`config.mk`:
```
export PLATFORM = sky130hd
export DESIGN_NAME = solid_tile_detector_unit_flat
export DESIGN_NICKNAME = d
export VERILOG_FILES = /design/src/hdl/stdu_pkg.sv /design/src/hdl/stdu_if.sv /design/src/hdl/stdu_accum.sv /design/src/hdl/stdu_mdu.sv /design/src/hdl/solid_tile_detector_unit.sv /design/src/flat_wrapper.sv
export SDC_FILE = /design/constraint.sdc
export NUM_CORES = 1
export LEC_CHECK = 0
export ABC_AREA = 1
export BUFFER_PORTS_ARGS = -buffer_cell sky130_fd_sc_hd__buf_2
export CAP_MARGIN = 20
export CELL_PAD_IN_SITES_DETAIL_PLACEMENT = 0
export CELL_PAD_IN_SITES_GLOBAL_PLACEMENT = 1
export CORE_MARGIN = 5
export CORE_UTILIZATION = 49
export CTS_CLUSTER_SIZE = 10
export DETAILED_ROUTE_END_ITERATION = 7
export PLACE_DENSITY_LB_ADDON = 0.1
export SLEW_MARGIN = 20
export SYNTH_ARGS = -nofsm -noshare
export SYNTH_HDL_FRONTEND = slang
export SYNTH_SLANG_ARGS = --single-unit
```
`constraint.sdc`:
```
create_clock -name i_clk -period 9.15 [get_ports i_clk]
set_input_delay 0.915 -clock i_clk [delete_from_list [all_inputs] [get_ports i_clk]]
set_output_delay 0.915 -clock i_clk [all_outputs]
set_load 0.05 [all_outputs]
```
`src/hdl/stdu_pkg.sv`:
```
`timescale 1ns / 1ps
// ---------------------------------------------------------------------------
// Solid tile detector package
// Operation codes and the command bundle of the shared multiply/divide unit.
// ---------------------------------------------------------------------------
package stdu_pkg;

    typedef enum logic [0:0] {
        MDU_MUL = 1'b0,
        MDU_DIV = 1'b1
    } t_mdu_op;

    typedef struct packed {
        logic    start;
        t_mdu_op op;
    } t_mdu_cmd;

endpackage

```
`src/hdl/stdu_if.sv`:
```
`timescale 1ns / 1ps
// ---------------------------------------------------------------------------
// Solid tile detector channels
// Valid/ready channels for tile pixels and for tile results.
// ---------------------------------------------------------------------------
interface stdu_pix_if;
    logic       valid;
    logic       ready;
    logic [7:0] red;
    logic [7:0] green;
    logic [7:0] blue;
    logic       last_in_tile;

    modport source (output valid, red, green, blue, last_in_tile, input ready);
    modport sink (input valid, red, green, blue, last_in_tile, output ready);
endinterface

interface stdu_res_if;
    logic       valid;
    logic       ready;
    logic       is_solid;
    logic [7:0] avg_red;
    logic [7:0] avg_green;
    logic [7:0] avg_blue;

    modport source (output valid, is_solid, avg_red, avg_green, avg_blue, input ready);
    modport sink (input valid, is_solid, avg_red, avg_green, avg_blue, output ready);
endinterface

```
`src/hdl/stdu_accum.sv`:
```
`timescale 1ns / 1ps
// ---------------------------------------------------------------------------
// Tile accumulator
// Sums the channels, the gray value and its square for up to the tile limit.
// ---------------------------------------------------------------------------
module stdu_accum #(
    parameter int MAX_TILE_PIXELS = 256
) (
    input  logic                                          i_clk,
    input  logic                                          i_rst_n,
    input  logic                                          i_en,
    input  logic                                          i_clear,
    input  logic [7:0]                                    i_red,
    input  logic [7:0]                                    i_green,
    input  logic [7:0]                                    i_blue,
    output logic [$clog2(255 * MAX_TILE_PIXELS + 1)-1:0]    o_sum_red,
    output logic [$clog2(255 * MAX_TILE_PIXELS + 1)-1:0]    o_sum_green,
    output logic [$clog2(255 * MAX_TILE_PIXELS + 1)-1:0]    o_sum_blue,
    output logic [$clog2(765 * MAX_TILE_PIXELS + 1)-1:0]    o_sum_gray,
    output logic [$clog2(585225 * MAX_TILE_PIXELS + 1)-1:0] o_sum_gray_sq,
    output logic [$clog2(MAX_TILE_PIXELS + 1)-1:0]          o_count
);

    localparam int CW  = $clog2(MAX_TILE_PIXELS + 1);
    localparam int SRW = $clog2(255 * MAX_TILE_PIXELS + 1);
    localparam int SGW = $clog2(765 * MAX_TILE_PIXELS + 1);
    localparam int SQW = $clog2(585225 * MAX_TILE_PIXELS + 1);

    logic [SRW-1:0] r_sum_red, r_sum_green, r_sum_blue;
    logic [SGW-1:0] r_sum_gray;
    logic [SQW-1:0] r_sum_gray_sq;
    logic [CW-1:0]  r_count;
    logic [9:0]     w_gray;
    logic [19:0]    w_gray_sq;
    logic           w_room;

    assign w_gray    = 10'(i_red) + 10'(i_green) + 10'(i_blue);
    assign w_gray_sq = 20'(w_gray) * 20'(w_gray);
    assign w_room    = r_count < CW'(MAX_TILE_PIXELS);

    always_ff @(posedge i_clk) begin
        if (!i_rst_n || i_clear) begin
            r_sum_red     <= '0;
            r_sum_green   <= '0;
            r_sum_blue    <= '0;
            r_sum_gray    <= '0;
            r_sum_gray_sq <= '0;
            r_count       <= '0;
        end else if (i_en && w_room) begin
            r_sum_red     <= r_sum_red + SRW'(i_red);
            r_sum_green   <= r_sum_green + SRW'(i_green);
            r_sum_blue    <= r_sum_blue + SRW'(i_blue);
            r_sum_gray    <= r_sum_gray + SGW'(w_gray);
            r_sum_gray_sq <= r_sum_gray_sq + SQW'(w_gray_sq);
            r_count       <= r_count + CW'(1);
        end
    end

    assign o_sum_red     = r_sum_red;
    assign o_sum_green   = r_sum_green;
    assign o_sum_blue    = r_sum_blue;
    assign o_sum_gray    = r_sum_gray;
    assign o_sum_gray_sq = r_sum_gray_sq;
    assign o_count       = r_count;

endmodule

```
`src/hdl/stdu_mdu.sv`:
```
`timescale 1ns / 1ps
// ---------------------------------------------------------------------------
// Shared multiply/divide unit
// Shift-add multiplier and restoring divider around one adder, one bit a cycle.
// ---------------------------------------------------------------------------
module stdu_mdu #(
    parameter int W = 37
) (
    input  logic              i_clk,
    input  logic              i_rst_n,
    input  stdu_pkg::t_mdu_cmd i_cmd,
    input  logic [W-1:0]      i_a,
    input  logic [W-1:0]      i_b,
    output logic              o_done,
    output logic [W-1:0]      o_result
);

    localparam int NW = $clog2(W + 1);

    logic [W-1:0]  r_a;
    logic [W-1:0]  r_b;
    logic [W-1:0]  r_acc;
    logic [NW-1:0] r_cnt;
    logic          r_busy;
    logic          r_div;
    logic          r_done;
    logic [W:0]    w_shifted;
    logic [W:0]    w_x;
    logic [W:0]    w_y;
    logic [W:0]    w_sum;

    // One adder serves both operations: add for multiply, subtract for divide.
    always_comb begin
        w_shifted = {r_acc, r_b[W-1]};
        w_x       = r_div ? w_shifted : {1'b0, r_acc};
        w_y       = {1'b0, r_a};
        w_sum     = w_x + (r_div ? ~w_y : w_y) + (W+1)'(r_div);
    end

    always_ff @(posedge i_clk) begin
        if (!i_rst_n) begin
            r_busy <= 1'b0;
            r_done <= 1'b0;
            r_div  <= 1'b0;
            r_cnt  <= '0;
        end else begin
            r_done <= 1'b0;
            if (i_cmd.start && !r_busy) begin
                r_busy <= 1'b1;
                r_div  <= (i_cmd.op == stdu_pkg::MDU_DIV);
                r_cnt  <= '0;
            end else if (r_busy) begin
                r_cnt <= r_cnt + NW'(1);
                if (r_cnt == NW'(W - 1)) begin
                    r_busy <= 1'b0;
                    r_done <= 1'b1;
                end
            end
        end
    end

    always_ff @(posedge i_clk) begin
        if (i_cmd.start && !r_busy) begin
            r_a   <= i_a;
            r_b   <= i_b;
            r_acc <= '0;
        end else if (r_busy) begin
            if (r_div) begin
                if (!w_sum[W]) begin
                    r_acc <= w_sum[W-1:0];
                end else begin
                    r_acc <= w_shifted[W-1:0];
                end
                r_b <= {r_b[W-2:0], ~w_sum[W]};
            end else begin
                if (r_b[0]) begin
                    r_acc <= w_sum[W-1:0];
                end
                r_a <= {r_a[W-2:0], 1'b0};
                r_b <= {1'b0, r_b[W-1:1]};
            end
        end
    end

    assign o_done   = r_done;
    assign o_result = r_div ? r_b : r_acc;

endmodule

```
`src/hdl/solid_tile_detector_unit.sv`:
```
`timescale 1ns / 1ps
// ---------------------------------------------------------------------------
// Solid tile detector
// Accumulates tile statistics, tests luminance spread and reports averages for solid tiles.
// ---------------------------------------------------------------------------
// Pixels are taken one per cycle while no tile end is in progress. After the
// marked pixel, the shared multiply/divide unit runs three products and, for a
// solid tile, three quotients on W-bit operands (W = 37 at the default tile limit);
// no pixel is accepted until the tile has been loaded into the result register,
// which may wait for the result register to be free. Synchronous active-low
// reset clears the accumulators, the sequencer and the result valid flag.
module solid_tile_detector_unit #(
    parameter int MAX_TILE_PIXELS = 256
) (
    input  logic        i_clk,
    input  logic        i_rst_n,
    stdu_pix_if.sink    i_pix,
    stdu_res_if.source  o_res
);

    localparam int CW  = $clog2(MAX_TILE_PIXELS + 1);
    localparam int SRW = $clog2(255 * MAX_TILE_PIXELS + 1);
    localparam int SGW = $clog2(765 * MAX_TILE_PIXELS + 1);
    localparam int SQW = $clog2(585225 * MAX_TILE_PIXELS + 1);
    localparam int WA  = CW + SQW;
    localparam int WB  = 2 * SGW;
    localparam int WC  = 2 * CW + 4;
    localparam int WAB = (WA > WB) ? WA : WB;
    localparam int W   = (WAB > WC) ? WAB : WC;

    typedef enum logic [8:0] {
        S_ACC = 9'b000000001,
        S_LHS = 9'b000000010,
        S_SQ  = 9'b000000100,
        S_THR = 9'b000001000,
        S_CMP = 9'b000010000,
        S_DR  = 9'b000100000,
        S_DG  = 9'b001000000,
        S_DB  = 9'b010000000,
        S_WB  = 9'b100000000
    } t_state;

    t_state             r_state;
    logic               r_issued;
    logic [W-1:0]       r_lhs;
    logic [W-1:0]       r_sq;
    logic [W-1:0]       r_thr;
    logic               r_solid;
    logic [7:0]         r_avg_red, r_avg_green, r_avg_blue;
    logic               r_out_valid;
    logic               r_out_solid;
    logic [7:0]         r_out_red, r_out_green, r_out_blue;

    logic               w_accept;
    logic               w_clear;
    logic               w_load;
    logic [SRW-1:0]     w_sum_red, w_sum_green, w_sum_blue;
    logic [SGW-1:0]     w_sum_gray;
    logic [SQW-1:0]     w_sum_gray_sq;
    logic [CW-1:0]      w_count;
    logic [W-1:0]       w_n;
    stdu_pkg::t_mdu_cmd w_cmd;
    logic [W-1:0]       w_a;
    logic [W-1:0]       w_b;
    logic               w_done;
    logic [W-1:0]       w_result;
    logic [W:0]         w_bound;

    assign i_pix.ready = (r_state == S_ACC);
    assign w_accept    = i_pix.valid && i_pix.ready;
    assign w_load      = (r_state == S_WB) && (!r_out_valid || o_res.ready);
    assign w_clear     = w_load;
    assign w_n         = W'(w_count);

    stdu_accum #(
        .MAX_TILE_PIXELS(MAX_TILE_PIXELS)
    ) u_accum (
        .i_clk        (i_clk),
        .i_rst_n      (i_rst_n),
        .i_en         (w_accept),
        .i_clear      (w_clear),
        .i_red        (i_pix.red),
        .i_green      (i_pix.green),
        .i_blue       (i_pix.blue),
        .o_sum_red    (w_sum_red),
        .o_sum_green  (w_sum_green),
        .o_sum_blue   (w_sum_blue),
        .o_sum_gray   (w_sum_gray),
        .o_sum_gray_sq(w_sum_gray_sq),
        .o_count      (w_count)
    );

    always_comb begin
        w_cmd.start = 1'b0;
        w_cmd.op    = stdu_pkg::MDU_MUL;
        w_a         = w_n;
        w_b         = W'(w_sum_gray_sq);
        unique case (r_state)
            S_LHS: begin
                w_cmd.start = !r_issued;
            end
            S_SQ: begin
                w_cmd.start = !r_issued;
                w_a         = W'(w_sum_gray);
                w_b         = W'(w_sum_gray);
            end
            S_THR: begin
                w_cmd.start = !r_issued;
                w_b         = w_n + {w_n[W-4:0], 3'b000};
            end
            S_DR: begin
                w_cmd.start = !r_issued;
                w_cmd.op    = stdu_pkg::MDU_DIV;
                w_b         = W'(w_sum_red);
            end
            S_DG: begin
                w_cmd.start = !r_issued;
                w_cmd.op    = stdu_pkg::MDU_DIV;
                w_b         = W'(w_sum_green);
            end
            S_DB: begin
                w_cmd.start = !r_issued;
                w_cmd.op    = stdu_pkg::MDU_DIV;
                w_b         = W'(w_sum_blue);
            end
            S_ACC, S_CMP, S_WB: begin
                w_cmd.start = 1'b0;
            end
            default: begin
                w_cmd.start = 1'b0;
            end
        endcase
    end

    stdu_mdu #(
        .W(W)
    ) u_mdu (
        .i_clk   (i_clk),
        .i_rst_n (i_rst_n),
        .i_cmd   (w_cmd),
        .i_a     (w_a),
        .i_b     (w_b),
        .o_done  (w_done),
        .o_result(w_result)
    );

    // The tile is solid when n*sum(s^2) is below sum(s)^2 + 9*n^2.
    assign w_bound = {1'b0, r_sq} + {1'b0, r_thr};

    always_ff @(posedge i_clk) begin
        if (!i_rst_n) begin
            r_state  <= S_ACC;
            r_issued <= 1'b0;
        end else begin
            if (w_cmd.start) begin
                r_issued <= 1'b1;
            end
            if (w_done) begin
                r_issued <= 1'b0;
            end
            unique case (r_state)
                S_ACC: begin
                    if (w_accept && i_pix.last_in_tile) begin
                        r_state <= S_LHS;
                    end
                end
                S_LHS: begin
                    if (w_done) begin
                        r_state <= S_SQ;
                    end
                end
                S_SQ: begin
                    if (w_done) begin
                        r_state <= S_THR;
                    end
                end
                S_THR: begin
                    if (w_done) begin
                        r_state <= S_CMP;
                    end
                end
                S_CMP: begin
                    r_state <= ({1'b0, r_lhs} < w_bound) ? S_DR : S_WB;
                end
                S_DR: begin
                    if (w_done) begin
                        r_state <= S_DG;
                    end
                end
                S_DG: begin
                    if (w_done) begin
                        r_state <= S_DB;
                    end
                end
                S_DB: begin
                    if (w_done) begin
                        r_state <= S_WB;
                    end
                end
                S_WB: begin
                    if (w_load) begin
                        r_state <= S_ACC;
                    end
                end
                default: begin
                    r_state <= S_ACC;
                end
            endcase
        end
    end

    always_ff @(posedge i_clk) begin
        if (r_state == S_LHS && w_done) begin
            r_lhs <= w_result;
        end
        if (r_state == S_SQ && w_done) begin
            r_sq <= w_result;
        end
        if (r_state == S_THR && w_done) begin
            r_thr <= w_result;
        end
        if (r_state == S_CMP) begin
            r_solid     <= ({1'b0, r_lhs} < w_bound);
            r_avg_red   <= '0;
            r_avg_green <= '0;
            r_avg_blue  <= '0;
        end
        if (r_state == S_DR && w_done) begin
            r_avg_red <= w_result[7:0];
        end
        if (r_state == S_DG && w_done) begin
            r_avg_green <= w_result[7:0];
        end
        if (r_state == S_DB && w_done) begin
            r_avg_blue <= w_result[7:0];
        end
    end

    always_ff @(posedge i_clk) begin
        if (!i_rst_n) begin
            r_out_valid <= 1'b0;
        end else if (w_load) begin
            r_out_valid <= 1'b1;
        end else if (o_res.ready) begin
            r_out_valid <= 1'b0;
        end
    end

    always_ff @(posedge i_clk) begin
        if (w_load) begin
            r_out_solid <= r_solid;
            r_out_red   <= r_avg_red;
            r_out_green <= r_avg_green;
            r_out_blue  <= r_avg_blue;
        end
    end

    assign o_res.valid     = r_out_valid;
    assign o_res.is_solid  = r_out_solid;
    assign o_res.avg_red   = r_out_red;
    assign o_res.avg_green = r_out_green;
    assign o_res.avg_blue  = r_out_blue;

    a_count_limit: assert property (@(posedge i_clk) disable iff (!i_rst_n)
        w_count <= CW'(MAX_TILE_PIXELS))
        else $error("Pixel count exceeds the tile limit.");

    a_zero_when_not_solid: assert property (@(posedge i_clk) disable iff (!i_rst_n)
        (o_res.valid && !o_res.is_solid) |->
        (o_res.avg_red == 8'd0 && o_res.avg_green == 8'd0 && o_res.avg_blue == 8'd0))
        else $error("A tile that is not solid carries nonzero averages.");

    a_done_in_op_state: assert property (@(posedge i_clk) disable iff (!i_rst_n)
        w_done |-> (r_state == S_LHS || r_state == S_SQ || r_state == S_THR ||
                    r_state == S_DR || r_state == S_DG || r_state == S_DB))
        else $error("Arithmetic unit finished outside an operation state.");

    a_no_pixels_while_busy: assert property (@(posedge i_clk) disable iff (!i_rst_n)
        (w_accept && i_pix.last_in_tile) |=> !i_pix.ready)
        else $error("Pixel channel ready right after the closing pixel.");

endmodule
```
`src/flat_wrapper.sv`:
```
// flat-port wrapper written by rule: the top's interface ports become plain ports
module solid_tile_detector_unit_flat 
#(
    parameter int MAX_TILE_PIXELS = 256
)
  (i_clk, i_rst_n, i_pix_valid, i_pix_red, i_pix_green, i_pix_blue, i_pix_last_in_tile, i_pix_ready, o_res_valid, o_res_is_solid, o_res_avg_red, o_res_avg_green, o_res_avg_blue, o_res_ready);
  stdu_pix_if i_pix_i ();
  stdu_res_if o_res_i ();
  input  logic i_clk;
  input  logic i_rst_n;
  input wire logic [$bits(i_pix_i.valid)-1:0] i_pix_valid;
  input wire logic [$bits(i_pix_i.red)-1:0] i_pix_red;
  input wire logic [$bits(i_pix_i.green)-1:0] i_pix_green;
  input wire logic [$bits(i_pix_i.blue)-1:0] i_pix_blue;
  input wire logic [$bits(i_pix_i.last_in_tile)-1:0] i_pix_last_in_tile;
  output wire logic [$bits(i_pix_i.ready)-1:0] i_pix_ready;
  output wire logic [$bits(o_res_i.valid)-1:0] o_res_valid;
  output wire logic [$bits(o_res_i.is_solid)-1:0] o_res_is_solid;
  output wire logic [$bits(o_res_i.avg_red)-1:0] o_res_avg_red;
  output wire logic [$bits(o_res_i.avg_green)-1:0] o_res_avg_green;
  output wire logic [$bits(o_res_i.avg_blue)-1:0] o_res_avg_blue;
  input wire logic [$bits(o_res_i.ready)-1:0] o_res_ready;
  assign i_pix_i.valid = i_pix_valid;
  assign i_pix_i.red = i_pix_red;
  assign i_pix_i.green = i_pix_green;
  assign i_pix_i.blue = i_pix_blue;
  assign i_pix_i.last_in_tile = i_pix_last_in_tile;
  assign i_pix_ready = i_pix_i.ready;
  assign o_res_valid = o_res_i.valid;
  assign o_res_is_solid = o_res_i.is_solid;
  assign o_res_avg_red = o_res_i.avg_red;
  assign o_res_avg_green = o_res_i.avg_green;
  assign o_res_avg_blue = o_res_i.avg_blue;
  assign o_res_i.ready = o_res_ready;
  solid_tile_detector_unit #(.MAX_TILE_PIXELS(MAX_TILE_PIXELS)) u_core (.i_clk(i_clk), .i_rst_n(i_rst_n), .i_pix(i_pix_i), .o_res(o_res_i));
endmodule
```
==> results by group <==
Flow run
  – Max Cap Viol: 0

Timing
  – Fin crit share: 85.3%
  – Actual slew at the worst max-slew pin: 1.01 ns
  – Final Skew: 0.0294 ns
  – Finish-stage setup viols: 0
  – Post-route minimum period: 7.80 ns
  – Max-slew violations: 0
  – Hold Vio Cnt, Final: 0
  – RSZ-0062 raised after global routing: false
  – Fmax: 128 MHz
  – Max-slew headroom: 32.4%
  – Setup total negative slack: 0 ns

Logic synthesis
  – Yosys reg bits: 395
  – Yosys top cell area share: 25.0%
  – Synth top area cells: edfxtp_1 (25%), dfxtp_1 (11%), nand2_1 (11%)
  – Yosys cell types: 62
  – Mean Syn Cell Area: 7.88 µm²
  – Post-synthesis sequential area ratio: 36.4%
  – Top post-synthesis cells by count: nand2_1 (797), inv_1 (530), a21oi_1 (304)
  – Post-synthesis mux area share: 0%
  – Compound-gate portion of the synthesized area: 13.4%
  – Post-Synthesis Cells: 3,580
  – Ys Warns: 0
  – Synth Flop Type: edfxtp_1
  – Top-count cell post-synth: nand2_1
  – Post-synth EDFFs: 235
  – Cell area after synthesis: 28,200 µm²
  – Largest family of logic cells by synthesized area: simple AND/OR/NAND/NOR gates
  – Post-Synthesis Net Count: 3,906
  – Share of flip-flops with an asynchronous set or reset: 0%
  – Yosys top cell by area: edfxtp_1
  – Post-synthesis xor/xnor area fraction: 4.65%
  – Synth Area in Simple Gates: 21.4%
  – Post-synthesis adder-cell area fraction: 15.1%

Worst setup path
  – Req. time, crit path: 9.64 ns
  – Startpoint type of the worst setup path: primary input
  – CP arrival: 8.30 ns
  – CP Class: in -> reg
  – CP Max Fanout: 9
  – CP endpoint kind: register
  – CP max-delay cell: fa_1
  – CP peak stage delay: 0.59 ns
  – CP dominant cell by count: fa_1

Placement
  – Placer Congestion: 0.966
  – DP Wirelength: 64.9 mm
  – Port Buffers: 55

Global route
  – Overall Global Routing Usage: 26.4%
  – Aggregate global routing overflow: 0
  – Initial antenna violation count: 0
  – Vias in the first global route: 23,900
  – Largest net degree at the start of global routing: 73
  – First-pass GRT wire length: 133 mm

Clocking
  – Sink Count: 395
  – Clock root buffer: clkbuf_16
  – Hold-fix buffers, CTS: 0
  – Cts repair resizes: 0
  – Clk slew on worst S/H paths: 0.05 ns
  – Post-CTS setup buffer count: 0
  – CTS max path bufs: 3
  – CTS H-tree depth: 2
  – Cts bufs inserted: 48
  – Clock Latency Late Sink: 0.61 ns
  – TritonCTS clock tree: built

Finish
  – Ant. Diodes: 0
  – Fraction of layout cells with a size suffix above 1: 5.62%
  – Nets: 3,932
  – Layout Area Growth over Synthesis: 8.53%
  – # fillers: 5,625

Die
  – Die area: 62,500 µm²
  – Die Span Y: 250 µm
  – Num rows: 88
  – I/O pin count: 56
  – Initial Util: 49.2%
  – Core area: 57,400 µm²
  – Die W: 250 µm

Route
  – Drt total wl: 83.9 mm
  – 1st-pass router iterations: 6
  – Drt drc: 0
  – Iter 0 DRT Violations: 1,452
  – Post-DRT Antenna Nets: 0
  – Routed vias/inst: 5.44
  – Via Count: 24,000
  – WL/cell: 19.0 µm

Outcome
  – Status: completed

Hold path
  – Worst hold path class: reg -> reg
==> critical path, delay by kind of cell <==
| kind | cells | cell delay, ns |
|---|---|---|
| fa+ha+maj | 9 | 3.91 |
| xor+xnor | 2 | 0.38 |
| compound gates | 7 | 1.67 |
| buf+inv | 7 | 0.61 |
| simple gates | 9 | 0.80 |
==> path summary, 6_finish.rpt <==
| kind | depth (start not counted) | startpoint | slack (ns) | end |
|---|---|---|---|---|
| worst max-delay path | 34 | i_pix_red[0] | 1.35 | u_core.u_accum.o_sum_gray_sq[22]$_SDFFE_PP0P_ |
| worst min-delay path | 0 | u_core.r_avg_blue[2]$_SDFFCE_PN0P_ | 0.41 | u_core.o_res.avg_blue[2]$_DFFE_PP_ |
| worst max register to register | 14 | u_core.u_mdu.r_div$_SDFFE_PN0P_ | 3.67 | u_core.u_mdu.r_acc[34]$_SDFFE_PP0P_ |
| worst min register to register | 0 | u_core.r_avg_blue[2]$_SDFFCE_PN0P_ | 0.41 | u_core.o_res.avg_blue[2]$_DFFE_PP_ |
==> cells by family after synthesis <==
family / Yosys count
flip-flops: 395
adder cells (fa/ha/maj): 297
AO/OA/AOI/OAI: 683
XOR/XNOR: 149
AND/OR/NAND/NOR: 1414
buffers and inverters: 642
==> final cells by class <==
cell class	instances	area (µm²)	area share, %
sequential	395	10300	33.5
tap	765	957	3.13
inverter	544	2040	6.67
multi-input combinational	2543	15500	50.5
clock buffer	81	1350	4.39
timing repair buffer	74	458	1.50
clock inverter	9	92.6	0.302
==> per-stage QoR <==
stage,instance area (µm²),setup slack (ns),hold WS [ns],cells,utilization (%)
floorplan,28200,1.80,0.400,3580,-
global placement,29100,0.862,0.402,4319,50.8
detailed placement,29200,0.791,0.405,4321,50.9
CTS,30600,1.42,0.403,4411,53.4
global route,30600,0.882,0.410,4411,53.4
finish,30600,1.35,0.410,4411,53.4
==> registers in the layout, indices dropped and copies added, names as in the netlist, 9 cells and up <==
name and cells:
u_core.r_sq 37, u_core.r_state 9, u_core.r_lhs 37, u_core.u_accum.o_sum_red 16
u_core.u_mdu.r_a 37, u_core.r_thr 37, u_core.u_accum.o_sum_green 16, u_core.u_mdu.r_acc 37
u_core.u_accum.o_sum_blue 16, u_core.u_mdu.r_b 37, u_core.u_accum.o_count 9, u_core.u_accum.o_sum_gray 18
u_core.u_accum.o_sum_gray_sq 28
==> placed cells by master (no fill, tap or decap), drive strengths merged, types with 3 or more instances in the layout <==
cell type	instances
a21boi	7
fa	74
xor2	88
nand3	179
a31oi	16
o21a	9
nor4	10
nand4	68
a221oi	4
ha	223
o21ai	240
nor3	41
nor2	290
or2	9
a21oi	305
xnor2	61
o21bai	21
inv	542
clkinv	9
o211ai	25
dfxtp	160
nand3b	3
a211oi	6
buf	74
clkbuf	81
nand2	809
edfxtp	235
o2111ai	5
a21o	15
o22ai	9
o221ai	9
==> routing by layer <==
metal  up-vias  share of wire, %  GRT usage, %
li1      11900                 -             -
met1     11400                44          34.4
met2       506                49          46.7
met3       125               4.0          2.84
met4         0               2.9          7.39
met5         -                 0             0
Power is not shown: default switching activity piles up to over one toggle a cycle in this logic, so the estimate is an artifact.
